File: src/hdl/text_console_writer_macros.svh
// ----------------------------------------------------------------------------
// Text console writer assertion macros
// Shared concurrent assertion forms, clocked and disabled in reset.
// ----------------------------------------------------------------------------
`ifndef TEXT_CONSOLE_WRITER_MACROS_SVH
`define TEXT_CONSOLE_WRITER_MACROS_SVH

// property holds at every edge out of reset
`define TCW_ASSERT_ALWAYS(lbl, clk, rstn, prop, msg) \
  lbl: assert property (@(posedge clk) disable iff (!rstn) (prop)) else $error(msg);

// antecedent implies consequent in the same cycle
`define TCW_ASSERT_IMPL(lbl, clk, rstn, ante, cons, msg) \
  lbl: assert property (@(posedge clk) disable iff (!rstn) (ante) |-> (cons)) else $error(msg);

`endif

File: src/hdl/tcw_pkg.sv
// ----------------------------------------------------------------------------
// Text console writer package
// Field widths, codes, cell layout and control states.
// ----------------------------------------------------------------------------
package tcw_pkg;

  localparam int COLS_DEF = 80;
  localparam int ROWS_DEF = 25;

  localparam int OP_W   = 2;
  localparam int CHAR_W = 8;
  localparam int POS_W  = 11;
  localparam int ATTR_W = 8;

  localparam int APB_AW = 3;
  localparam int APB_DW = 32;

  localparam logic [CHAR_W-1:0] NEWLINE_CODE = 8'h0A;
  localparam logic [CHAR_W-1:0] BLANK_CODE   = 8'h20;
  localparam logic [ATTR_W-1:0] ATTR_RESET   = 8'h0F;

  // register index, taken from paddr[2]
  localparam logic REG_ATTR = 1'b0;

  typedef enum logic [OP_W-1:0] {
    OP_PUT    = 2'd0,
    OP_CLEAR  = 2'd1,
    OP_SETCUR = 2'd2,
    OP_READ   = 2'd3
  } op_e;

  typedef struct packed {
    logic [ATTR_W-1:0] attr;
    logic [CHAR_W-1:0] chr;
  } cell_t;

  typedef enum logic [3:0] {
    ST_INIT,
    ST_IDLE,
    ST_FILL,
    ST_COPY,
    ST_DRAIN,
    ST_BLANK,
    ST_PUT,
    ST_SEEK,
    ST_RESP
  } state_e;

endpackage

File: src/hdl/tcw_regs.sv
// ----------------------------------------------------------------------------
// Text console writer registers
// APB-style configuration port holding the text attribute.
// ----------------------------------------------------------------------------
module tcw_regs
  import tcw_pkg::*;
(
  input  logic              clk_i,
  input  logic              rst_ni,
  input  logic              psel,
  input  logic              penable,
  input  logic              pwrite,
  input  logic [APB_AW-1:0] paddr,
  input  logic [APB_DW-1:0] pwdata,
  output logic [APB_DW-1:0] prdata,
  output logic              pready,
  output logic [ATTR_W-1:0] attr_o
);

  logic [ATTR_W-1:0] attr_q, attr_d;
  logic              wr_en;

  assign pready = 1'b1;
  assign wr_en  = psel && penable && pwrite && (paddr[2] == REG_ATTR);

  always_comb begin
    attr_d = attr_q;
    if (wr_en) begin
      attr_d = pwdata[ATTR_W-1:0];
    end
  end

  always_ff @(posedge clk_i or negedge rst_ni) begin
    if (!rst_ni) begin
      attr_q <= ATTR_RESET;
    end else begin
      attr_q <= attr_d;
    end
  end

  always_comb begin
    prdata = '0;
    if (paddr[2] == REG_ATTR) begin
      prdata = APB_DW'(attr_q);
    end
  end

  assign attr_o = attr_q;

endmodule

File: config.mk
export PLATFORM = sky130hd
export DESIGN_NAME = tcw_regs
export DESIGN_NICKNAME = d
export VERILOG_FILES = /design/src/hdl/text_console_writer_macros.svh /design/src/hdl/tcw_pkg.sv /design/src/hdl/tcw_regs.sv
export SDC_FILE = /design/constraint.sdc
export NUM_CORES = 1
export LEC_CHECK = 0
export BUFFER_PORTS_ARGS = -buffer_cell sky130_fd_sc_hd__buf_2
export CAP_MARGIN = 10
export CORE_UTILIZATION = 32
export CTS_CLUSTER_SIZE = 28
export DETAILED_ROUTE_END_ITERATION = 8
export PLACE_DENSITY_LB_ADDON = 0.08
export SLEW_MARGIN = 20
export SYNTH_ARGS = -nofsm -noshare
export SYNTH_HDL_FRONTEND = slang
export SYNTH_SLANG_ARGS = --single-unit
File: constraint.sdc
create_clock -name clk_i -period 1.28 [get_ports clk_i]
set_clock_uncertainty 0.15 [all_clocks]
set_input_delay 0.064 -clock clk_i [delete_from_list [all_inputs] [get_ports clk_i]]
set_output_delay 0.064 -clock clk_i [all_outputs]
set_load 0.005 [all_outputs]
Word-level counts from Yosys, hierarchy flattened
Index checks and enable logic that the tools add are counted.
W data, S select, Z words.

word-level totals
  bits in registers = 8
  input port bits = 40
  output and inout port bits = 41
  logic and storage cells = 6

cells by class
  muxes and demuxes = 1
  bitwise gates (word level) = 1
  reductions and logical operators = 3

operators by type and width
  operator             count
  $mux W8              1
  $logic_and A1 B1 Y1  3
  $not A1 Y1           1

Longest topological paths before layout
Gate-level depths: netlist of the first run.

  depth in word-level cells = 3
  gate-level depth with buffers = 2
  mapped depth without buffers = 2

Worst setup path after synthesis of the first run
Ideal clock, no wire load.

  path type = reg-to-reg
  start = register, netlist name attr_o[4]
  end = register attr_q[4] (netlist: attr_o[4])
  library setup time = 0.125 ns
  arrival = 0.625 ns
  data required time = 1.005 ns
  setup slack = 0.380 ns
  stages on the path, launching flop included = 2
  buffers on the path = 0
  period minus slack after synthesis = 0.900 ns
  path through = dfrtp_1 > mux2_2

RTL lines
  element               RTL line        RTL
  to (signal assigned)  tcw_regs.sv:37  attr_q <= attr_d;
  to (decl)             tcw_regs.sv:20  logic [ATTR_W-1:0] attr_q, attr_d;

Worst setup path after layout of the first run
  start = register attr_q[1] (netlist: attr_o[1])
  end = output port prdata[1]

on the way
  longest elaborated chain between the ends = 1

ends and longest elaborated chain
  element    RTL line        RTL
  $mux W8    tcw_regs.sv:43  if (paddr[2] == REG_ATTR) begin
  to (decl)  tcw_regs.sv:15  output logic [APB_DW-1:0] prdata,

Every way passes these cells.

==> impl_metrics.env, run 1 <==
export IMPL_ys_seq_area_share_pct=35.12
export IMPL_initial_core_util_pct=33.84
export IMPL_ys_ff_latch=8
export IMPL_cts_buffer_depth=2
export IMPL_synth_warning_count=0
export IMPL_h_tree_depth=1
export IMPL_finalCriticalPeriod_ns=1.231
export IMPL_place_ws_ns=0.2460
export IMPL_place_hpwl_microns=765.7
export IMPL_dr_pass1_iters=2
export IMPL_synth_cell_types=7
export IMPL_synth_compound_area_share_pct=0
export IMPL_gp_congestion=0.5871
export IMPL_hold_viol=0
export IMPL_muxShareOfSynthArea_pct=15.42
export IMPL_synth_adder_area_share_pct=0
export IMPL_synthSimpleGateAreaFrac_pct=16.06
export IMPL_clk_latency_ns=0.25
export IMPL_endpoint="prdata[1]"
export IMPL_final_area_sq_um=783.3
export IMPL_syn_inst=52
export IMPL_via_per_inst=3.542
export IMPL_dieArea_sq_um=2001
export IMPL_max_freq_mhz=812.3
export IMPL_cts_tree="done"
export IMPL_holdCritPathClass="in2async"
export IMPL_period_share_pct=96.18
export IMPL_wl_per_cell_microns=9.102
export IMPL_num_io_pins=81
export IMPL_die_h_microns=44.73
export IMPL_antenna_found_initial=0
export IMPL_endpoint_kind="output port"
export IMPL_die_x_microns=44.73
export IMPL_port_buffers=29
export IMPL_grt_pass1_vias=378
export IMPL_wirelength_microns=1074
export IMPL_diodes=0
export IMPL_grtUsageTotal_pct=11.96
export IMPL_core_area_sq_um=1727
export IMPL_reg2reg_to="attr_o[7]"
export IMPL_total_power_w=0.0008316
export IMPL_synth_xor_area_share_pct=0
export IMPL_row_count=15
export IMPL_cp_cell_sequence="and2b_2, buf_2"
export IMPL_netlist_area_sq_um=584.3
export IMPL_setup_violations=0
export IMPL_cts_sinks=8
export IMPL_drv_slew=0
export IMPL_maxCapViolCount=0
export IMPL_reg2regPathDepth=1
export IMPL_rr_startpoint="attr_o[7]"
export IMPL_drcViolationCount=0
export IMPL_critPathSlowestCell="dfstp_2"
export IMPL_p_per_area_nw_per_um2=1062
export IMPL_drt_antenna_violating_nets=0
export IMPL_vdd_ir_drop_worst_mv=0.5645
export IMPL_critPathKind="reg2out"
export IMPL_placed_area_sq_um=666.9
export IMPL_cp_max_fo=3
export IMPL_vias=418
export IMPL_nNetsFinal=134
export IMPL_drt_iter0_markers=1
export IMPL_p_leak_nw=0.4441
export IMPL_synth_top_family_by_area="buffers and inverters"
export IMPL_post_route_cells_drive_above_1_share_pct=58.06
export IMPL_startpoint_type="register"
export IMPL_crit_required_ns=1.07
export IMPL_rsz0062_at_grt="false"
export IMPL_cts_resized=0
export IMPL_syn_to_final_growth_pct=34.05
export IMPL_largest_register_ffs=8
export IMPL_setup_ws_ns=0.04890
export IMPL_grt_overflow_total=0
export IMPL_clkTransAtPathRegs_ns=0.06
export IMPL_outcome="completed"
export IMPL_cts_root_buf="clkbuf_4"
export IMPL_grt_pass1_wl_microns=1587
export IMPL_cpPeakStageDelay_ns=0.54
export IMPL_r2r_slack_ns=0.37
export IMPL_final_util_pct=45.36
export IMPL_synth_avg_cell_area_sq_um=11.24
export IMPL_grt_max_degree=9
export IMPL_cts_buffers_inserted=3
export IMPL_fin_tns_setup_ns=0
export IMPL_crit_start="attr_o[1]"
export IMPL_critical_path_arrival_ns=1.02
## timing repair
action | in CTS | in global routing
buffers inserted | 0 | 0
hold endpoints to repair | 16 | 0
hold buffers | 9 | 0
## cell usage after synthesis
cell | n | share of area (%)
and2b_2 | 8 | 12
buf_4 | 25 | 32
dfstp_2 | 4 | 18
conb_1 | 2 | 1.3
mux2_2 | 8 | 15
nand4b_4 | 1 | 4.1
dfrtp_1 | 4 | 17
## cells by family after synthesis
kind of cell	after synthesis
multiplexers	8
AND/OR/NAND/NOR	9
other	2
flip-flops	8
buffers and inverters	25
## final cells by class
cell class | count | area [sq um]
fill | 177 | 943.4
multi-input combinational | 42 | 277.8
timing repair buffer | 39 | 242.7
sequential | 8 | 205.2
tap | 25 | 31.28
clock buffer | 4 | 26.28
## report_power, final
part           leakage (nW)  switching [W]  total [W]  internal (W)
sequential           0.0900      0.0000346   0.000364      0.000330
combinational         0.339      0.0000987   0.000258      0.000160
clock                0.0150      0.0000897   0.000209      0.000120
## metal layers
metal | vias up | track usage (%) | wire, microns
met5 | - | 0 | 0
met4 | 0 | 10.91 | 12
met3 | 2 | 4.000 | 111
met2 | 32 | 18.82 | 540
met1 | 188 | 12.59 | 409
li1 | 196 | - | -
## worst min path at each step
| stage | depth (start not counted) | slack [ns] | end | from |
|---|---|---|---|---|
| after floorplan | 0 | -0.38 | attr_o[4] | rst_ni |
| after global placement | 1 | -0.23 | attr_o[4] | rst_ni |
| after detailed placement | 1 | -0.23 | attr_o[6] | rst_ni |
| after CTS | 2 | 0.02 | attr_o[4] | rst_ni |
| after global routing | 2 | 0.03 | attr_o[4] | rst_ni |
| final | 2 | 0.03 | attr_o[4] | rst_ni |
## critical path, delay by kind of cell (launching register included)
| family | cells | cell delay, ns |
|---|---|---|
| flops | 1 | 0.54 |
| simple gates | 1 | 0.13 |
| buf+inv | 1 | 0.10 |
## placed cells by master (no fill, tap or decap), drive strengths merged
cell type / n
clkbuf: 4
buf: 30
nand4b: 1
dfrtp: 4
mux2: 8
and2b: 8
dlygate4sd3: 9
conb: 25
dfstp: 4
## metrics by stage
step,hold WS [ns],cells
3_3_place_gp,-0.2282,105
5_1_grt,0.03384,118
3_5_place_dp,-0.2309,105
2_1_floorplan,-0.3816,75
4_1_cts,0.02480,118
6_report,0.02958,118
Power figures use the tool's default switching activity.
==> run 2, diff against run 1 <==
--- a/constraint.sdc
+++ b/constraint.sdc
@@ -4,2 +4,2 @@
 set_output_delay 0.064 -clock clk_i [all_outputs]
-set_load 0.005 [all_outputs]
+set_load 0.1 [all_outputs]
==> run 2 against run 1 <==
Effect of this change: combinational power increased to 6.5 times the previous value; cell area increased by 41%; sequential power increased by 8.8%; clock power decreased by 9%; fmax decreased by 12%; the flow now finishes with violations (setup timing); largest cell class is now non-clock buffers; via count increased by 7.9%; core utilization increased by 18 points; flip-flop and latch count unchanged; non-clock buffer count increased by 6; global-route usage decreased by 0.59 points; routed wire length decreased by 0.84%.
==> impl_metrics.env, run 2 (synthesis results as in run 1) <==
export IMPL_total_power_w=0.002251
export IMPL_p_per_area_nw_per_um2=2042
export IMPL_post_route_cells_drive_above_1_share_pct=65.31
export IMPL_diodes=0
export IMPL_endpoint_kind="output port"
export IMPL_cts_root_buf="clkbuf_4"
export IMPL_drt_antenna_violating_nets=0
export IMPL_setup_violations=8
export IMPL_drv_slew=0
export IMPL_startpoint_type="register"
export IMPL_grt_pass1_wl_microns=1573
export IMPL_cts_sinks=8
export IMPL_core_area_sq_um=1727
export IMPL_critical_path_arrival_ns=1.18
export IMPL_cts_resized=0
export IMPL_rsz0062_at_grt="true"
export IMPL_max_freq_mhz=716.3
export IMPL_final_cells=123
export IMPL_setup_ws_ns=-0.1161
export IMPL_violations="setup timing"
export IMPL_vias=451
export IMPL_crit_required_ns=1.07
export IMPL_fillers=149
export IMPL_row_count=15
export IMPL_dieArea_sq_um=2001
export IMPL_drcViolationCount=0
export IMPL_die_h_microns=44.73
export IMPL_cts_buffers_inserted=3
export IMPL_fin_tns_setup_ns=-0.7475
export IMPL_port_buffers=29
export IMPL_cp_top_family="flip-flops"
export IMPL_maxCapViolCount=0
export IMPL_nNetsFinal=140
export IMPL_die_x_microns=44.73
export IMPL_grt_overflow_total=0
export IMPL_wirelength_microns=1065
export IMPL_grt_max_degree=10
export IMPL_layout_common_cells="25 x conb_1, 16 x buf_12, 13 x buf_2, 9 x dlygate4sd3_1"
export IMPL_initial_core_util_pct=33.84
export IMPL_grtUsageTotal_pct=11.37
export IMPL_cpPeakStageDelay_ns=0.61
export IMPL_finalCriticalPeriod_ns=1.396
export IMPL_dp_cells=104
export IMPL_syn_to_final_growth_pct=88.65
export IMPL_cts_tree="done"
export IMPL_clkTransAtPathRegs_ns=0.05
export IMPL_cts_buffer_depth=2
export IMPL_critPathKind="reg2out"
export IMPL_dr_pass1_iters=6
export IMPL_cp_max_fo=2
export IMPL_holdCritPathClass="in2async"
export IMPL_p_leak_nw=0.5358
export IMPL_critPathSlowestCell="dfstp_4"
export IMPL_place_ws_ns=0.1236
export IMPL_cp_cell_sequence="and2b_4, buf_12"
export IMPL_largest_register_ffs=8
export IMPL_grt_pass1_vias=373
export IMPL_hold_viol=0
export IMPL_h_tree_depth=1
export IMPL_via_per_inst=3.667
export IMPL_outcome="finished with violations"
export IMPL_num_io_pins=81
export IMPL_period_share_pct=109.1
export IMPL_vdd_ir_drop_worst_mv=1.382
export IMPL_clk_latency_ns=0.25
export IMPL_wl_per_cell_microns=8.659
export IMPL_gp_congestion=0.5772
export IMPL_drt_iter0_markers=6
export IMPL_antenna_found_initial=0
export IMPL_layout_commonest_cell="conb_1"
export IMPL_critPathBufInv=1
==> run 2: power breakdown <==
part | internal (W) | leakage (nW) | switching [W]
Clock | 0.000107 | 0.0138 | 0.0000827
Combinational | 0.000528 | 0.434 | 0.00114
Sequential | 0.000362 | 0.0878 | 0.0000334
==> run 2: final timing paths <==
path                            startpoint   endpoint  slack (ns)  cells after the start
worst max-delay path             attr_o[2]  prdata[2]       -0.12                      2
worst min-delay path                rst_ni  attr_o[7]        0.07                      2
worst max register to register   attr_o[5]  attr_o[5]        0.15                      2
worst min register to register   attr_o[4]  attr_o[4]        0.43                      1
max in group asynchronous           rst_ni  attr_o[0]        0.68                      2
min in group clk_i                 penable  attr_o[7]        0.12                      3
==> run 2: routing by layer <==
metal | vias up | track usage, % | share of wire [%]
li1 | 208 | - | -
met3 | 0 | 3.600 | 8.0
met1 | 210 | 11.34 | 37
met2 | 33 | 21.18 | 55
met4 | 0 | 5.455 | 0
met5 | - | 0 | 0
==> run 2: through the flow <==
step                      area (sq um)  hold WS (ns)  utilization (%)
after floorplan                  708.2       -0.3816                -
after global placement           937.1       -0.2331            54.28
final                             1102       0.06606            63.84
after detailed placement         937.1       -0.2322            54.28
after global routing              1102       0.07665            63.84
after CTS                         1102       0.03232            63.84
==> run 2: repair_timing <==
| item | CTS | global route |
|---|---|---|
| hold endpoints to repair | 16 | 0 |
| buffers inserted | 7 | 0 |
| endpoints found under the setup margin | 9 | 11 |
| hold buffers | 9 | 0 |
==> run 2: cell type report <==
class | count | area, sq um | share of cell area, %
flip-flops and latches | 8 | 232.7 | 21.11
repair buffers | 45 | 528.0 | 47.90
clock buffers | 3 | 22.52 | 2.043
well taps | 25 | 31.28 | 2.838
multi-input cells | 42 | 287.8 | 26.11
==> run 3, diff against run 2 <==
Settings changed: ABC_CLOCK_PERIOD_IN_PS set to 1280, GPL_ROUTABILITY_DRIVEN set to 0, PLACE_DENSITY set to 0.9, PLACE_DENSITY_LB_ADDON 0.08 to not set.
==> run 3 against run 2 <==
Effect of this change: the flow still finishes with violations (setup timing); highest routed layer unchanged; total power is 2.5% higher; largest cell class unchanged; fmax is 1.7% lower; critical path type unchanged; sequential share of layout area is 0.28 points lower.
==> impl_metrics.env, run 3 (synthesis results as in run 1) <==
export IMPL_outcome="finished with violations"
export IMPL_violations="setup timing"
export IMPL_port_buffers=29
export IMPL_hold_viol=0
export IMPL_cts_buffer_depth=2
export IMPL_fillers=134
export IMPL_critPathKind="reg2out"
export IMPL_syn_to_final_growth_pct=91.22
export IMPL_max_freq_mhz=703.8
export IMPL_regArea_sq_um=232.7
export IMPL_drcViolationCount=0
export IMPL_maxCapViolCount=0
export IMPL_wirelength_microns=1342
export IMPL_cts_buffers_inserted=3
export IMPL_p_leak_nw=0.5405
export IMPL_wl_per_cell_microns=10.82
export IMPL_largest_register_ffs=8
export IMPL_p_per_area_nw_per_um2=2065
export IMPL_cpPeakStageDelay_ns=0.63
export IMPL_cts_tree="done"
export IMPL_h_tree_depth=1
export IMPL_place_hpwl_microns=981.9
export IMPL_grt_pass1_wl_microns=2049
export IMPL_clk_latency_ns=0.25
export IMPL_endpoint_kind="output port"
export IMPL_initial_core_util_pct=33.84
export IMPL_reg2regPathDepth=2
export IMPL_total_power_w=0.002308
export IMPL_core_area_sq_um=1727
export IMPL_grt_pass1_vias=444
export IMPL_setup_ws_ns=-0.1408
export IMPL_cts_sinks=8
export IMPL_final_cells=124
export IMPL_dp_cells=104
export IMPL_die_x_microns=44.73
export IMPL_die_h_microns=44.73
export IMPL_critical_path_arrival_ns=1.21
export IMPL_startpoint_type="register"
export IMPL_final_area_sq_um=1117
export IMPL_critPathSlowestCell="dfstp_4"
export IMPL_drt_antenna_violating_nets=0
export IMPL_cp_cell_sequence="and2b_4, buf_12"
export IMPL_rsz0062_at_grt="true"
export IMPL_cp_max_fo=2
export IMPL_num_io_pins=81
export IMPL_fin_tns_setup_ns=-0.8581
export IMPL_drv_slew=0
export IMPL_placed_area_sq_um=937.1
export IMPL_diodes=0
export IMPL_cts_root_buf="clkbuf_4"
export IMPL_finalCriticalPeriod_ns=1.421
export IMPL_setup_violations=8
export IMPL_post_route_cells_drive_above_1_share_pct=64.65
export IMPL_dieArea_sq_um=2001
export IMPL_antenna_found_initial=0
export IMPL_clkTransAtPathRegs_ns=0.06
export IMPL_row_count=15
export IMPL_dr_pass1_iters=4
export IMPL_drt_iter0_markers=4
export IMPL_layout_common_cells="25 x conb_1, 16 x buf_12, 13 x buf_2, 9 x dlygate4sd3_1"
export IMPL_layout_commonest_cell="conb_1"
export IMPL_period_share_pct=111.0
export IMPL_grtUsageTotal_pct=14.47
export IMPL_grt_overflow_total=0
export IMPL_vias=463
export IMPL_crit_required_ns=1.07
export IMPL_via_per_inst=3.734
export IMPL_multi_input_area_sq_um=287.8
export IMPL_r2r_slack_ns=0.13
export IMPL_holdCritPathClass="in2async"
export IMPL_nNetsFinal=140
export IMPL_grt_max_degree=10
export IMPL_vdd_ir_drop_worst_mv=0.9807
[run 3: worst paths after layout]
| path | endpoint | start |
|---|---|---|
| setup / recovery | prdata[1] | attr_o[1] |
| hold / removal | attr_o[7] | rst_ni |
| setup reg to reg | attr_o[7] | attr_o[7] |
| hold reg to reg | attr_o[4] | attr_o[4] |
| max in group asynchronous | attr_o[3] | rst_ni |
| min in group clk_i | attr_o[1] | penable |
[run 3: repair_timing]
action,CTS,global route
endpoints found under the hold margin,16,0
buffers inserted,7,0
pin swaps,0,0
endpoints found under the setup margin,9,11
resized for setup,0,3
cloned,0,0
hold buffers,9,0
[run 3: layout make-up]
cell class | count | area share (%)
sequential | 8 | 20.83
tap | 25 | 2.800
timing repair buffer | 45 | 48.26
clock buffer | 4 | 2.352
multi-input combinational | 42 | 25.76
[run 3: power breakdown]
group	internal, W	switching [W]	total (W)
logic	0.000541	0.00115	0.00169
clock network	0.000119	0.0000892	0.000209
registers	0.000363	0.0000450	0.000408
[run 3: per-stage QoR]
| stage | worst slack (ns) | utilization [%] | hold slack (ns) |
|---|---|---|---|
| floorplan | -0.1158 | - | -0.3816 |
| global placement | 0.1245 | 54.28 | -0.2358 |
| detailed placement | 0.1185 | 54.28 | -0.2347 |
| CTS | -0.1271 | 64.06 | 0.05592 |
| global route | -0.1667 | 64.71 | 0.06527 |
| finish | -0.1408 | 64.71 | 0.04586 |
[run 3: critical path: cells and delay by family, from the launching register on]
family	cells	cell delay, ns
flip-flops	1	0.63
buffers and inverters	1	0.17
AND/OR/NAND/NOR	1	0.16
[run 3: layer usage]
metal / up-vias / routed length, microns / GRT usage [%]
met5: - / 0 / 0
met4: 0 / 0 / 5.455
met3: 0 / 118 / 3.600
met2: 34 / 740 / 26.76
met1: 218 / 483 / 15.79
li1: 211 / - / -
