===== src/hdl/text_console_writer_macros.svh =====
// ----------------------------------------------------------------------------
// Text console writer assertion macros
// Shared concurrent assertion forms, clocked and disabled in reset.
// ----------------------------------------------------------------------------
`ifndef TEXT_CONSOLE_WRITER_MACROS_SVH
`define TEXT_CONSOLE_WRITER_MACROS_SVH

// property holds at every edge out of reset
`define TCW_ASSERT_ALWAYS(lbl, clk, rstn, prop, msg) \
  lbl: assert property (@(posedge clk) disable iff (!rstn) (prop)) else $error(msg);

// antecedent implies consequent in the same cycle
`define TCW_ASSERT_IMPL(lbl, clk, rstn, ante, cons, msg) \
  lbl: assert property (@(posedge clk) disable iff (!rstn) (ante) |-> (cons)) else $error(msg);

`endif


===== src/hdl/tcw_pkg.sv =====
// ----------------------------------------------------------------------------
// Text console writer package
// Field widths, codes, cell layout and control states.
// ----------------------------------------------------------------------------
package tcw_pkg;

  localparam int COLS_DEF = 80;
  localparam int ROWS_DEF = 25;

  localparam int OP_W   = 2;
  localparam int CHAR_W = 8;
  localparam int POS_W  = 11;
  localparam int ATTR_W = 8;

  localparam int APB_AW = 3;
  localparam int APB_DW = 32;

  localparam logic [CHAR_W-1:0] NEWLINE_CODE = 8'h0A;
  localparam logic [CHAR_W-1:0] BLANK_CODE   = 8'h20;
  localparam logic [ATTR_W-1:0] ATTR_RESET   = 8'h0F;

  // register index, taken from paddr[2]
  localparam logic REG_ATTR = 1'b0;

  typedef enum logic [OP_W-1:0] {
    OP_PUT    = 2'd0,
    OP_CLEAR  = 2'd1,
    OP_SETCUR = 2'd2,
    OP_READ   = 2'd3
  } op_e;

  typedef struct packed {
    logic [ATTR_W-1:0] attr;
    logic [CHAR_W-1:0] chr;
  } cell_t;

  typedef enum logic [3:0] {
    ST_INIT,
    ST_IDLE,
    ST_FILL,
    ST_COPY,
    ST_DRAIN,
    ST_BLANK,
    ST_PUT,
    ST_SEEK,
    ST_RESP
  } state_e;

endpackage


===== src/hdl/tcw_if.sv =====
// ----------------------------------------------------------------------------
// Text console writer channels
// Command and response channels, valid/ready handshake.
// ----------------------------------------------------------------------------
interface tcw_cmd_if
  import tcw_pkg::*;
();
  logic              valid;
  logic              ready;
  logic [OP_W-1:0]   opcode;
  logic [CHAR_W-1:0] char_code;
  logic [POS_W-1:0]  cell_position;

  modport source (output valid, opcode, char_code, cell_position, input ready);
  modport sink   (input valid, opcode, char_code, cell_position, output ready);
endinterface

interface tcw_rsp_if
  import tcw_pkg::*;
();
  logic              valid;
  logic              ready;
  logic [POS_W-1:0]  cursor_now;
  logic [CHAR_W-1:0] cell_char;
  logic [ATTR_W-1:0] cell_attr;

  modport source (output valid, cursor_now, cell_char, cell_attr, input ready);
  modport sink   (input valid, cursor_now, cell_char, cell_attr, output ready);
endinterface


===== src/hdl/tcw_ctrl.sv =====
// ----------------------------------------------------------------------------
// Text console writer control
// Sequencer over the screen RAM: put, scroll, clear, seek, read.
// ----------------------------------------------------------------------------
`include "text_console_writer_macros.svh"

module tcw_ctrl
  import tcw_pkg::*;
#(
  parameter int COLS = COLS_DEF,
  parameter int ROWS = ROWS_DEF,
  localparam int NCELLS = ROWS * COLS,
  localparam int AW     = $clog2(NCELLS)
) (
  input  logic              clk_i,
  input  logic              rst_ni,
  tcw_cmd_if.sink           cmd,
  tcw_rsp_if.source         rsp,
  input  logic [ATTR_W-1:0] attr_i,
  output logic              ram_we_o,
  output logic [AW-1:0]     ram_waddr_o,
  output cell_t             ram_wdata_o,
  output logic              ram_re_o,
  output logic [AW-1:0]     ram_raddr_o,
  input  cell_t             ram_rdata_i
);

  localparam int CW    = $clog2(NCELLS + 1);
  localparam int CLW   = $clog2(COLS);
  localparam int CMP_W = (CW > POS_W) ? CW : POS_W;

  localparam logic [CW-1:0]    NCELLS_C  = CW'(NCELLS);
  localparam logic [CW-1:0]    COLS_C    = CW'(COLS);
  localparam logic [CW:0]      COLS_X    = (CW + 1)'(COLS);
  localparam logic [CMP_W-1:0] NCELLS_X  = CMP_W'(NCELLS);
  localparam logic [AW-1:0]    COLS_A    = AW'(COLS);
  localparam logic [AW-1:0]    LASTROW_A = AW'(NCELLS - COLS);
  localparam logic [AW-1:0]    LAST_A    = AW'(NCELLS - 1);
  localparam logic [CLW-1:0]   COL_LAST  = CLW'(COLS - 1);

  state_e            state_q, state_d;
  logic [CW-1:0]     cursor_q, cursor_d;
  logic [CW-1:0]     base_q, base_d;
  logic [CLW-1:0]    col_q, col_d;
  logic [CW-1:0]     seek_q, seek_d;
  logic [CW-1:0]     target_q, target_d;
  logic [AW-1:0]     idx_q, idx_d;
  logic              wb_vld_q, wb_vld_d;
  logic [AW-1:0]     wb_addr_q, wb_addr_d;
  logic [CHAR_W-1:0] char_q, char_d;
  op_e               op_q, op_d;
  logic              rd_zero_q, rd_zero_d;
  logic              out_vld_q, out_vld_d;
  logic [POS_W-1:0]  out_cur_q, out_cur_d;
  logic [CHAR_W-1:0] out_char_q, out_char_d;
  logic [ATTR_W-1:0] out_attr_q, out_attr_d;

  logic              accept;
  op_e               in_op;
  logic [CMP_W-1:0]  pos_x;
  logic              pos_in_range;
  logic [CW-1:0]     pos_sat;
  logic              do_put;
  logic [CHAR_W-1:0] put_char;
  logic              out_free;
  logic              seek_step;
  logic [CMP_W-1:0]  cursor_x;
  logic [CW-1:0]     seek_diff;

  assign cmd.ready    = (state_q == ST_IDLE);
  assign accept       = cmd.valid && cmd.ready;
  assign in_op        = op_e'(cmd.opcode);
  assign pos_x        = CMP_W'(cmd.cell_position);
  assign pos_in_range = (pos_x < NCELLS_X);
  assign pos_sat      = (pos_x > NCELLS_X) ? NCELLS_C : CW'(cmd.cell_position);
  assign out_free     = !out_vld_q || rsp.ready;
  assign seek_step    = ({1'b0, seek_q} + COLS_X) <= {1'b0, target_q};
  assign seek_diff    = target_q - seek_q;
  assign cursor_x     = CMP_W'(cursor_q);

  // next state
  always_comb begin
    state_d = state_q;
    unique case (state_q)
      ST_INIT: begin
        if (idx_q == LAST_A) begin
          state_d = ST_IDLE;
        end
      end
      ST_IDLE: begin
        if (accept) begin
          unique case (in_op)
            OP_PUT:    state_d = (cursor_q == NCELLS_C) ? ST_COPY : ST_RESP;
            OP_CLEAR:  state_d = ST_FILL;
            OP_SETCUR: state_d = ST_SEEK;
            OP_READ:   state_d = ST_RESP;
            default:   state_d = ST_RESP;
          endcase
        end
      end
      ST_FILL: begin
        if (idx_q == LAST_A) begin
          state_d = ST_RESP;
        end
      end
      ST_COPY: begin
        if (idx_q == LAST_A) begin
          state_d = ST_DRAIN;
        end
      end
      ST_DRAIN: state_d = ST_BLANK;
      ST_BLANK: begin
        if (idx_q == LAST_A) begin
          state_d = ST_PUT;
        end
      end
      ST_PUT:   state_d = ST_RESP;
      ST_SEEK: begin
        if (!seek_step) begin
          state_d = ST_RESP;
        end
      end
      ST_RESP: begin
        if (out_free) begin
          state_d = ST_IDLE;
        end
      end
      default:  state_d = ST_INIT;
    endcase
  end

  // datapath and memory control
  always_comb begin
    cursor_d    = cursor_q;
    base_d      = base_q;
    col_d       = col_q;
    seek_d      = seek_q;
    target_d    = target_q;
    idx_d       = idx_q;
    wb_vld_d    = 1'b0;
    wb_addr_d   = wb_addr_q;
    char_d      = char_q;
    op_d        = op_q;
    rd_zero_d   = rd_zero_q;
    out_vld_d   = out_vld_q && !rsp.ready;
    out_cur_d   = out_cur_q;
    out_char_d  = out_char_q;
    out_attr_d  = out_attr_q;
    ram_we_o    = 1'b0;
    ram_waddr_o = idx_q;
    ram_wdata_o = '{attr: attr_i, chr: BLANK_CODE};
    ram_re_o    = 1'b0;
    ram_raddr_o = idx_q;
    do_put      = 1'b0;
    put_char    = char_q;

    unique case (state_q)
      ST_INIT: begin
        ram_we_o    = 1'b1;
        ram_wdata_o = '0;
        idx_d       = idx_q + AW'(1);
      end
      ST_IDLE: begin
        if (accept) begin
          op_d      = in_op;
          char_d    = cmd.char_code;
          rd_zero_d = !pos_in_range;
          unique case (in_op)
            OP_PUT: begin
              if (cursor_q == NCELLS_C) begin
                idx_d = COLS_A;
              end else begin
                do_put   = 1'b1;
                put_char = cmd.char_code;
              end
            end
            OP_CLEAR:  idx_d = '0;
            OP_SETCUR: begin
              target_d = pos_sat;
              seek_d   = '0;
            end
            OP_READ: begin
              ram_re_o    = 1'b1;
              ram_raddr_o = AW'(cmd.cell_position);
            end
            default: ;
          endcase
        end
      end
      ST_FILL: begin
        ram_we_o = 1'b1;
        idx_d    = idx_q + AW'(1);
        if (idx_q == LAST_A) begin
          cursor_d = '0;
          base_d   = '0;
          col_d    = '0;
        end
      end
      ST_COPY: begin
        // read one row ahead, write back the word read last cycle
        ram_re_o    = 1'b1;
        ram_raddr_o = idx_q;
        wb_vld_d    = 1'b1;
        wb_addr_d   = idx_q - COLS_A;
        ram_we_o    = wb_vld_q;
        ram_waddr_o = wb_addr_q;
        ram_wdata_o = ram_rdata_i;
        idx_d       = idx_q + AW'(1);
      end
      ST_DRAIN: begin
        ram_we_o    = wb_vld_q;
        ram_waddr_o = wb_addr_q;
        ram_wdata_o = ram_rdata_i;
        idx_d       = LASTROW_A;
      end
      ST_BLANK: begin
        ram_we_o = 1'b1;
        idx_d    = idx_q + AW'(1);
        if (idx_q == LAST_A) begin
          cursor_d = cursor_q - COLS_C;
          base_d   = base_q - COLS_C;
        end
      end
      ST_PUT:   do_put = 1'b1;
      ST_SEEK: begin
        if (seek_step) begin
          seek_d = seek_q + COLS_C;
        end else begin
          cursor_d = target_q;
          base_d   = seek_q;
          col_d    = CLW'(seek_diff);
        end
      end
      ST_RESP: begin
        if (out_free) begin
          out_vld_d  = 1'b1;
          out_cur_d  = cursor_x[POS_W-1:0];
          out_char_d = '0;
          out_attr_d = '0;
          if (op_q == OP_READ && !rd_zero_q) begin
            out_char_d = ram_rdata_i.chr;
            out_attr_d = ram_rdata_i.attr;
          end
        end
      end
      default: ;
    endcase

    if (do_put) begin
      if (put_char == NEWLINE_CODE) begin
        cursor_d = base_q + COLS_C;
        base_d   = base_q + COLS_C;
        col_d    = '0;
      end else begin
        ram_we_o    = 1'b1;
        ram_waddr_o = AW'(cursor_q);
        ram_wdata_o = '{attr: attr_i, chr: put_char};
        cursor_d    = cursor_q + CW'(1);
        if (col_q == COL_LAST) begin
          col_d  = '0;
          base_d = base_q + COLS_C;
        end else begin
          col_d = col_q + CLW'(1);
        end
      end
    end
  end

  always_ff @(posedge clk_i or negedge rst_ni) begin
    if (!rst_ni) begin
      state_q   <= ST_INIT;
      cursor_q  <= '0;
      base_q    <= '0;
      col_q     <= '0;
      idx_q     <= '0;
      wb_vld_q  <= 1'b0;
      out_vld_q <= 1'b0;
    end else begin
      state_q   <= state_d;
      cursor_q  <= cursor_d;
      base_q    <= base_d;
      col_q     <= col_d;
      idx_q     <= idx_d;
      wb_vld_q  <= wb_vld_d;
      out_vld_q <= out_vld_d;
    end
  end

  always_ff @(posedge clk_i) begin
    seek_q     <= seek_d;
    target_q   <= target_d;
    wb_addr_q  <= wb_addr_d;
    char_q     <= char_d;
    op_q       <= op_d;
    rd_zero_q  <= rd_zero_d;
    out_cur_q  <= out_cur_d;
    out_char_q <= out_char_d;
    out_attr_q <= out_attr_d;
  end

  assign rsp.valid      = out_vld_q;
  assign rsp.cursor_now = out_cur_q;
  assign rsp.cell_char  = out_char_q;
  assign rsp.cell_attr  = out_attr_q;

  `TCW_ASSERT_ALWAYS(a_cursor_bound, clk_i, rst_ni, cursor_q <= NCELLS_C, "cursor past end")
  `TCW_ASSERT_ALWAYS(a_col_bound, clk_i, rst_ni, col_q <= COL_LAST, "column out of range")
  `TCW_ASSERT_ALWAYS(a_cursor_split, clk_i, rst_ni, cursor_q == base_q + CW'(col_q), "cursor split")
  `TCW_ASSERT_IMPL(a_wr_range, clk_i, rst_ni, ram_we_o, ram_waddr_o <= LAST_A, "write out of range")

endmodule


===== src/flat_wrapper.sv =====
// flat-port wrapper written by rule: the top's interface ports become plain ports
module tcw_ctrl_flat import tcw_pkg::*;
#(
  parameter int COLS = COLS_DEF,
  parameter int ROWS = ROWS_DEF,
  localparam int NCELLS = ROWS * COLS,
  localparam int AW     = $clog2(NCELLS)
)
  (clk_i, rst_ni, attr_i, ram_we_o, ram_waddr_o, ram_wdata_o, ram_re_o, ram_raddr_o, ram_rdata_i, cmd_valid, cmd_opcode, cmd_char_code, cmd_cell_position, cmd_ready, rsp_valid, rsp_cursor_now, rsp_cell_char, rsp_cell_attr, rsp_ready);
  tcw_cmd_if cmd_i ();
  tcw_rsp_if rsp_i ();
  input  logic clk_i;
  input  logic rst_ni;
  input  logic [ATTR_W-1:0] attr_i;
  output logic ram_we_o;
  output logic [AW-1:0] ram_waddr_o;
  output cell_t ram_wdata_o;
  output logic ram_re_o;
  output logic [AW-1:0] ram_raddr_o;
  input  cell_t ram_rdata_i;
  input wire logic [$bits(cmd_i.valid)-1:0] cmd_valid;
  input wire logic [$bits(cmd_i.opcode)-1:0] cmd_opcode;
  input wire logic [$bits(cmd_i.char_code)-1:0] cmd_char_code;
  input wire logic [$bits(cmd_i.cell_position)-1:0] cmd_cell_position;
  output wire logic [$bits(cmd_i.ready)-1:0] cmd_ready;
  output wire logic [$bits(rsp_i.valid)-1:0] rsp_valid;
  output wire logic [$bits(rsp_i.cursor_now)-1:0] rsp_cursor_now;
  output wire logic [$bits(rsp_i.cell_char)-1:0] rsp_cell_char;
  output wire logic [$bits(rsp_i.cell_attr)-1:0] rsp_cell_attr;
  input wire logic [$bits(rsp_i.ready)-1:0] rsp_ready;
  assign cmd_i.valid = cmd_valid;
  assign cmd_i.opcode = cmd_opcode;
  assign cmd_i.char_code = cmd_char_code;
  assign cmd_i.cell_position = cmd_cell_position;
  assign cmd_ready = cmd_i.ready;
  assign rsp_valid = rsp_i.valid;
  assign rsp_cursor_now = rsp_i.cursor_now;
  assign rsp_cell_char = rsp_i.cell_char;
  assign rsp_cell_attr = rsp_i.cell_attr;
  assign rsp_i.ready = rsp_ready;
  tcw_ctrl #(.COLS(COLS), .ROWS(ROWS)) u_core (.clk_i(clk_i), .rst_ni(rst_ni), .cmd(cmd_i), .rsp(rsp_i), .attr_i(attr_i), .ram_we_o(ram_we_o), .ram_waddr_o(ram_waddr_o), .ram_wdata_o(ram_wdata_o), .ram_re_o(ram_re_o), .ram_raddr_o(ram_raddr_o), .ram_rdata_i(ram_rdata_i));
endmodule

===== config.mk =====
export PLATFORM = sky130hd
export DESIGN_NAME = tcw_ctrl_flat
export DESIGN_NICKNAME = d
export VERILOG_FILES = /design/src/hdl/tcw_pkg.sv /design/src/hdl/tcw_if.sv /design/src/hdl/tcw_ctrl.sv /design/src/flat_wrapper.sv
export VERILOG_INCLUDE_DIRS = /design/src /design/src/hdl
export SDC_FILE = /design/constraint.sdc
export NUM_CORES = 1
export LEC_CHECK = 0
export BUFFER_PORTS_ARGS = -buffer_cell sky130_fd_sc_hd__buf_4
export CELL_PAD_IN_SITES_DETAIL_PLACEMENT = 1
export CELL_PAD_IN_SITES_GLOBAL_PLACEMENT = 1
export CORE_MARGIN = 2
export CORE_UTILIZATION = 40
export DETAILED_ROUTE_END_ITERATION = 7
export PLACE_DENSITY = 0.85
export SLEW_MARGIN = 30
export SYNTH_ARGS = -nofsm -noshare
export SYNTH_HDL_FRONTEND = slang
export SYNTH_SLANG_ARGS = --single-unit

===== constraint.sdc =====
create_clock -name clk_i -period 2.8 [get_ports clk_i]
set_input_delay 0.56 -clock clk_i [delete_from_list [all_inputs] [get_ports clk_i]]
set_output_delay 0.56 -clock clk_i [all_outputs]
set_load 0.02 [all_outputs]

# After elaboration in Yosys (flattened, before gate mapping)
# Cells that the tools add are included.
# word_totals
ff_bits,117
word_cells,147
input_bits,49
out_inout_bits,69
# op_classes
addsub,10
n_lt_le_gt_ge,3
reduce_logical,25
mux,63
eq_ne,30
# ops
cell,count
$mux 11,22
$pmux 11 s3,3
$pmux 11 s2,2
$pmux 4 s9,1
$mux 7,5
$sub 11x7->11 const B,3
$mux 16,2
$mux 4,8
$mux 8,4
$pmux 16 s2,1
$add 11x1->11 const B,2
$add 11x7->11 const B,2
$eq 11x11->1 const B,2
$eq 4x3->1 const B,4
$pmux 4 s4,1
$pmux 7 s2,1
$add 11x7->12 const B,1
$le 12x11->1,1
$ne 2x1->1 const B,6
$reduce_and 4->1,3
$gt 11x11->1 const B,1
$lt 11x11->1 const B,1
$mux 1,10
$eq 4x2->1 const B,2
27 further kinds,43

# Longest topological paths before layout
# logic_depth
ltp_word,8
depth_mapped,11
depth_no_buf,10

# Least setup slack after synthesis
# Ideal clock, no wire load.
# synth_path
path_type,flip-flop to output port
start,reg u_core.state_q[1]
end,out ram_waddr_o[2]
t_arrival_ps,2478
n_path_buf,1
setup_slack_ps,-238
path_stages_with_launch,9
cell_sequence,dfrtp_1 -> nand2b_1 -> or3_1 -> inv_2 -> nand3_1 -> nor3_2 -> nor3_4 -> clkbuf_1 -> o21ai_0
# synth_between
elab_chain_len,7
word_cells_on_any_way,14
# synth_rtl
item,line,source
start: declaration,tcw_ctrl.sv:41,"state_e state_q, state_d;"
start signal: assignment,tcw_ctrl.sv:279,state_q <= state_d;
$eq 4x1->1 *,tcw_ctrl.sv:70,assign cmd.ready = (state_q == ST_IDLE);
net cmd_ready,flat_wrapper.sv:25,output wire logic [$bits(cmd_i.ready)-1:0] cmd_ready;
$logic_and 1x1->1,tcw_ctrl.sv:71,assign accept = cmd.valid && cmd.ready;
$mux 8,tcw_ctrl.sv:164,if (accept) begin
$mux 8,tcw_ctrl.sv:157,unique case (state_q)
$eq 8x4->1,tcw_ctrl.sv:250,if (put_char == NEWLINE_CODE) begin
$mux 11,tcw_ctrl.sv:250,
$mux 11 *,tcw_ctrl.sv:249,if (do_put) begin
end: declaration,flat_wrapper.sv:16,output logic [AW-1:0] ram_waddr_o;
# Mark *: on every way through the listed nets, which the timed path passes. The rest lies on a longest branch.

==> results.py <==
metrics = {
    "run_status": {
        "run_status": "complete, but fails checks",
        "violations": "negative setup slack",
    },
    "route": {
        "met1_length_um": 12100,
        "route.met2.wl_um": 17400,
        "drt-vias-per-instance": 6.71,
        "drcViolationCount": 0,
        "dr_wl_met3_um": 3420,
        "drtPass1Iterations": 7,
        "ant_nets": 0,
        "topRoutingLayerUsed": "met4",
        "via_count": 7667,
        "routed_wl_um": 36300,
        "drt_iter0_drc": 875,
        "wl_per_cell_um": 31.8,
    },
    "logic_synthesis": {
        "synth_common_cells": "edfxtp_1, nand2_1, o21ai_0",
        "synth_edf_count": 67,
        "async_flop_share_pct": 40.7,
        "syn_area_um2": 6940,
        "syn_nets": 778,
        "synth-seq-cells": 113,
        "synthCells": 702,
        "ys_warn_count": 0,
        "synth.distinct_cells": 72,
        "synth_ff_type": "edfxtp_1",
        "synth_top_area_share_pct": 29.0,
        "ys_seq_area_share_pct": 45.5,
        "synth_most_common_cell": "edfxtp_1",
        "synthTopCellsByArea": "edfxtp_1, dfrtp_1, ha_1, o21ai_0, nand2_1",
        "postSynthAreaPerCell_um2": 9.89,
        "synth_area_leader_cell": "edfxtp_1",
    },
    "worst_setup_path": {
        "end_kind": "primary output",
        "cp.required_ns": 2.24,
        "r2r-end": "u_core.base_q[9]",
        "crit_fanout": 6,
        "critPathLaunch": "u_core.cursor_q[5]",
        "crit_end": "ram_wdata_o[5]",
        "crit_type": "flop to primary output",
        "cp-start-kind": "flop",
        "cp_data_arrival_time_ns": 2.75,
        "rr_startpoint": "u_core.seek_q[5]",
        "r2r_slack_ns": -0.48,
        "r2r_cells": 10,
    },
    "die": {
        "die_w_um": 136,
        "core_um2": 17100,
        "rows": 48,
        "start_util_pct": 40.6,
        "die_h_um": 136,
        "io_pins": 118,
        "dieArea_um2": 18400,
    },
    "power": {
        "p_leak_nw": 4.44,
        "swShare_pct": 45.0,
        "pwr-share-comb_pct": 54.8,
        "power_switching_mw": 4.93,
        "powerDensity_nw_per_um2": 1060,
        "p_total_mw": 11.0,
        "peakVddDrop_mv": 0.824,
        "power.internal_mw": 6.03,
        "p_clk_share_pct": 20.8,
        "p_seq_share_pct": 24.5,
    },
    "job": {
        "drv_cap": 0,
    },
    "finish": {
        "drive_above_1_share_pct": 43.6,
        "fin_area_um2": 10300,
        "fin_cells": 1142,
        "syn_to_final_growth_pct": 48.5,
        "antenna_cells": 0,
        "nFillCells": 1771,
        "nets": 980,
    },
    "timing": {
        "setup_violations": 80,
        "period_share_pct": 118,
        "setup_ws_ns": -0.510,
        "fin_skew_ns": 0.0123,
        "slew_headroom_pct": 34.0,
        "rsz0062_at_grt": "true",
        "fin_crit_ns": 3.31,
        "timing.fmax_mhz": 302,
        "report.final.slew_viol_count": 0,
        "hold_violations": 0,
        "tightestPinTransition_ns": 0.986,
    },
    "grt": {
        "grt_use_total_pct": 32.0,
        "grt_pass1_vias": 7454,
        "grt_max_degree": 47,
        "grt_pass1_wl_um": 43800,
        "antenna_found_initial": 0,
        "grt_overflow_total": 0,
    },
    "place": {
        "hpwl_um": 17500,
        "numPortBuffers": 117,
        "dp_cells": 1065,
        "placed_cell_area_um2": 8440,
        "place.gp.congestion": 0.927,
    },
    "clock_tree": {
        "htree_levels": 4,
        "cts_made_buffers": 17,
        "cts_root_buffer": "clkbuf_16",
        "clockBufferDepth": 2,
        "clkTransAtPathRegs_ns": 0.06,
        "cts_tree": "built",
        "clock_sinks": 113,
        "clock_latency_ns": 0.44,
    },
    "min_path": {
        "hold_path.class": "input port to async pin",
    },
}
[worst min-delay path by stage]
stage / slack, ns / cells past startpoint / end / startpoint
6_report: 0.17 / 1 / u_core.state_q[2] / rst_ni
5_1_grt: 0.22 / 1 / u_core.state_q[2] / rst_ni
4_1_cts: 0.19 / 1 / u_core.idx_q[8] / rst_ni
3_5_place_dp: 0.50 / 1 / u_core.base_q[0] / u_core.base_q[0]
3_3_place_gp: 0.49 / 1 / u_core.base_q[1] / u_core.base_q[1]
2_1_floorplan: 0.26 / 0 / u_core.base_q[0] / rst_ni
[stage by stage]
stage          util [%]  setup TNS (ns)  worst slack [ns]  hold slack (ns)
2_1_floorplan         -          -0.558           -0.0605            0.264
3_3_place_gp       49.3          -0.260           -0.0629            0.489
3_5_place_dp       49.3           -2.39            -0.188            0.500
4_1_cts            56.4           -9.89            -0.283            0.187
5_1_grt            60.3          -24.33            -0.541            0.219
6_report           60.3          -21.68            -0.510            0.168
[metal layers]
layer	vias up	GRT usage, %
met4	0	16.1
met3	267	7.37
li1	2978	-
met1	3759	37.0
met2	663	55.5
met5	-	0
[power groups by stage]
stage	clock network, mW	logic, mW	registers (mW)
detailed placement	0	4.30	2.60
finish	2.27	6.00	2.68
global placement	0	4.14	2.57
CTS	2.24	4.77	2.60
global route	2.33	6.14	2.70
floorplan	0	2.58	2.53
[flip-flops by register name (all words and copies together) (netlist names)]
register,count
u_core.rsp.cursor_now,11
u_core.target_q,11
u_core.rsp.cell_char,8
u_core.idx_q,11
u_core.rd_zero_q,1
u_core.char_q,8
u_core.seek_q,7
u_core.base_q,11
u_core.rsp.valid,1
u_core.wb_vld_q,1
u_core.rsp.cell_attr,8
u_core.cursor_q,11
u_core.col_q,7
u_core.state_q,4
u_core.op_q,2
u_core.wb_addr_q,11
[worst max-delay path: stages (launching register included)]
cell,delay [ns]
dfrtp_1,0.40
inv_2,0.09
ha_1,0.19
and4b_1,0.25
or3b_4,0.44
a21oi_4,0.19
nor3_4,0.07
buf_6,0.14
clkbuf_16,0.17
o21ai_4,0.20
buf_6,0.16
[repair_timing]
item	in CTS	in global routing
hold buffers	0	0
resized for setup	103	111
gates cloned	3	5
pin swaps	37	53
endpoints found under the setup margin	67	79
buffers inserted	24	16
[area by class of cell]
| class | instances | area [um2] | share of cell area, % |
|---|---|---|---|
| multi-input cells | 510 | 4190 | 40.7 |
| flip-flops and latches | 113 | 3160 | 30.7 |
| repair buffers | 226 | 1940 | 18.9 |
| clock buffers | 17 | 425 | 4.12 |
| well taps | 225 | 282 | 2.73 |
| clock inverters | 15 | 168 | 1.63 |
| inverters | 36 | 138 | 1.33 |
[cell families (layout without fill, tap and decap cells)]
group                    count (synthesis)  in the layout  synth area share [%]
AND/OR/NAND/NOR                        231            232                  17.8
AO/OA/AOI/OAI                          179            179                  16.8
flip-flops                             113            113                  45.5
buffers and inverters                   80            294                  4.95
multiplexers                            38             38                  5.77
XOR/XNOR                                34             34                  4.29
adder cells (fa/ha/maj)                 27             27                  4.86
[cell usage in the layout (no fill, tap or decap), types with 23 or more instances in the layout]
cell	instances
inv_1	33
a21oi_1	23
dfrtp_1	46
nor2_1	38
and2_1	24
edfxtp_1	67
buf_4	179
ha_1	25
nand2_1	42
o21ai_0	28
buf_6	40
Power figures use the tool's default switching activity.
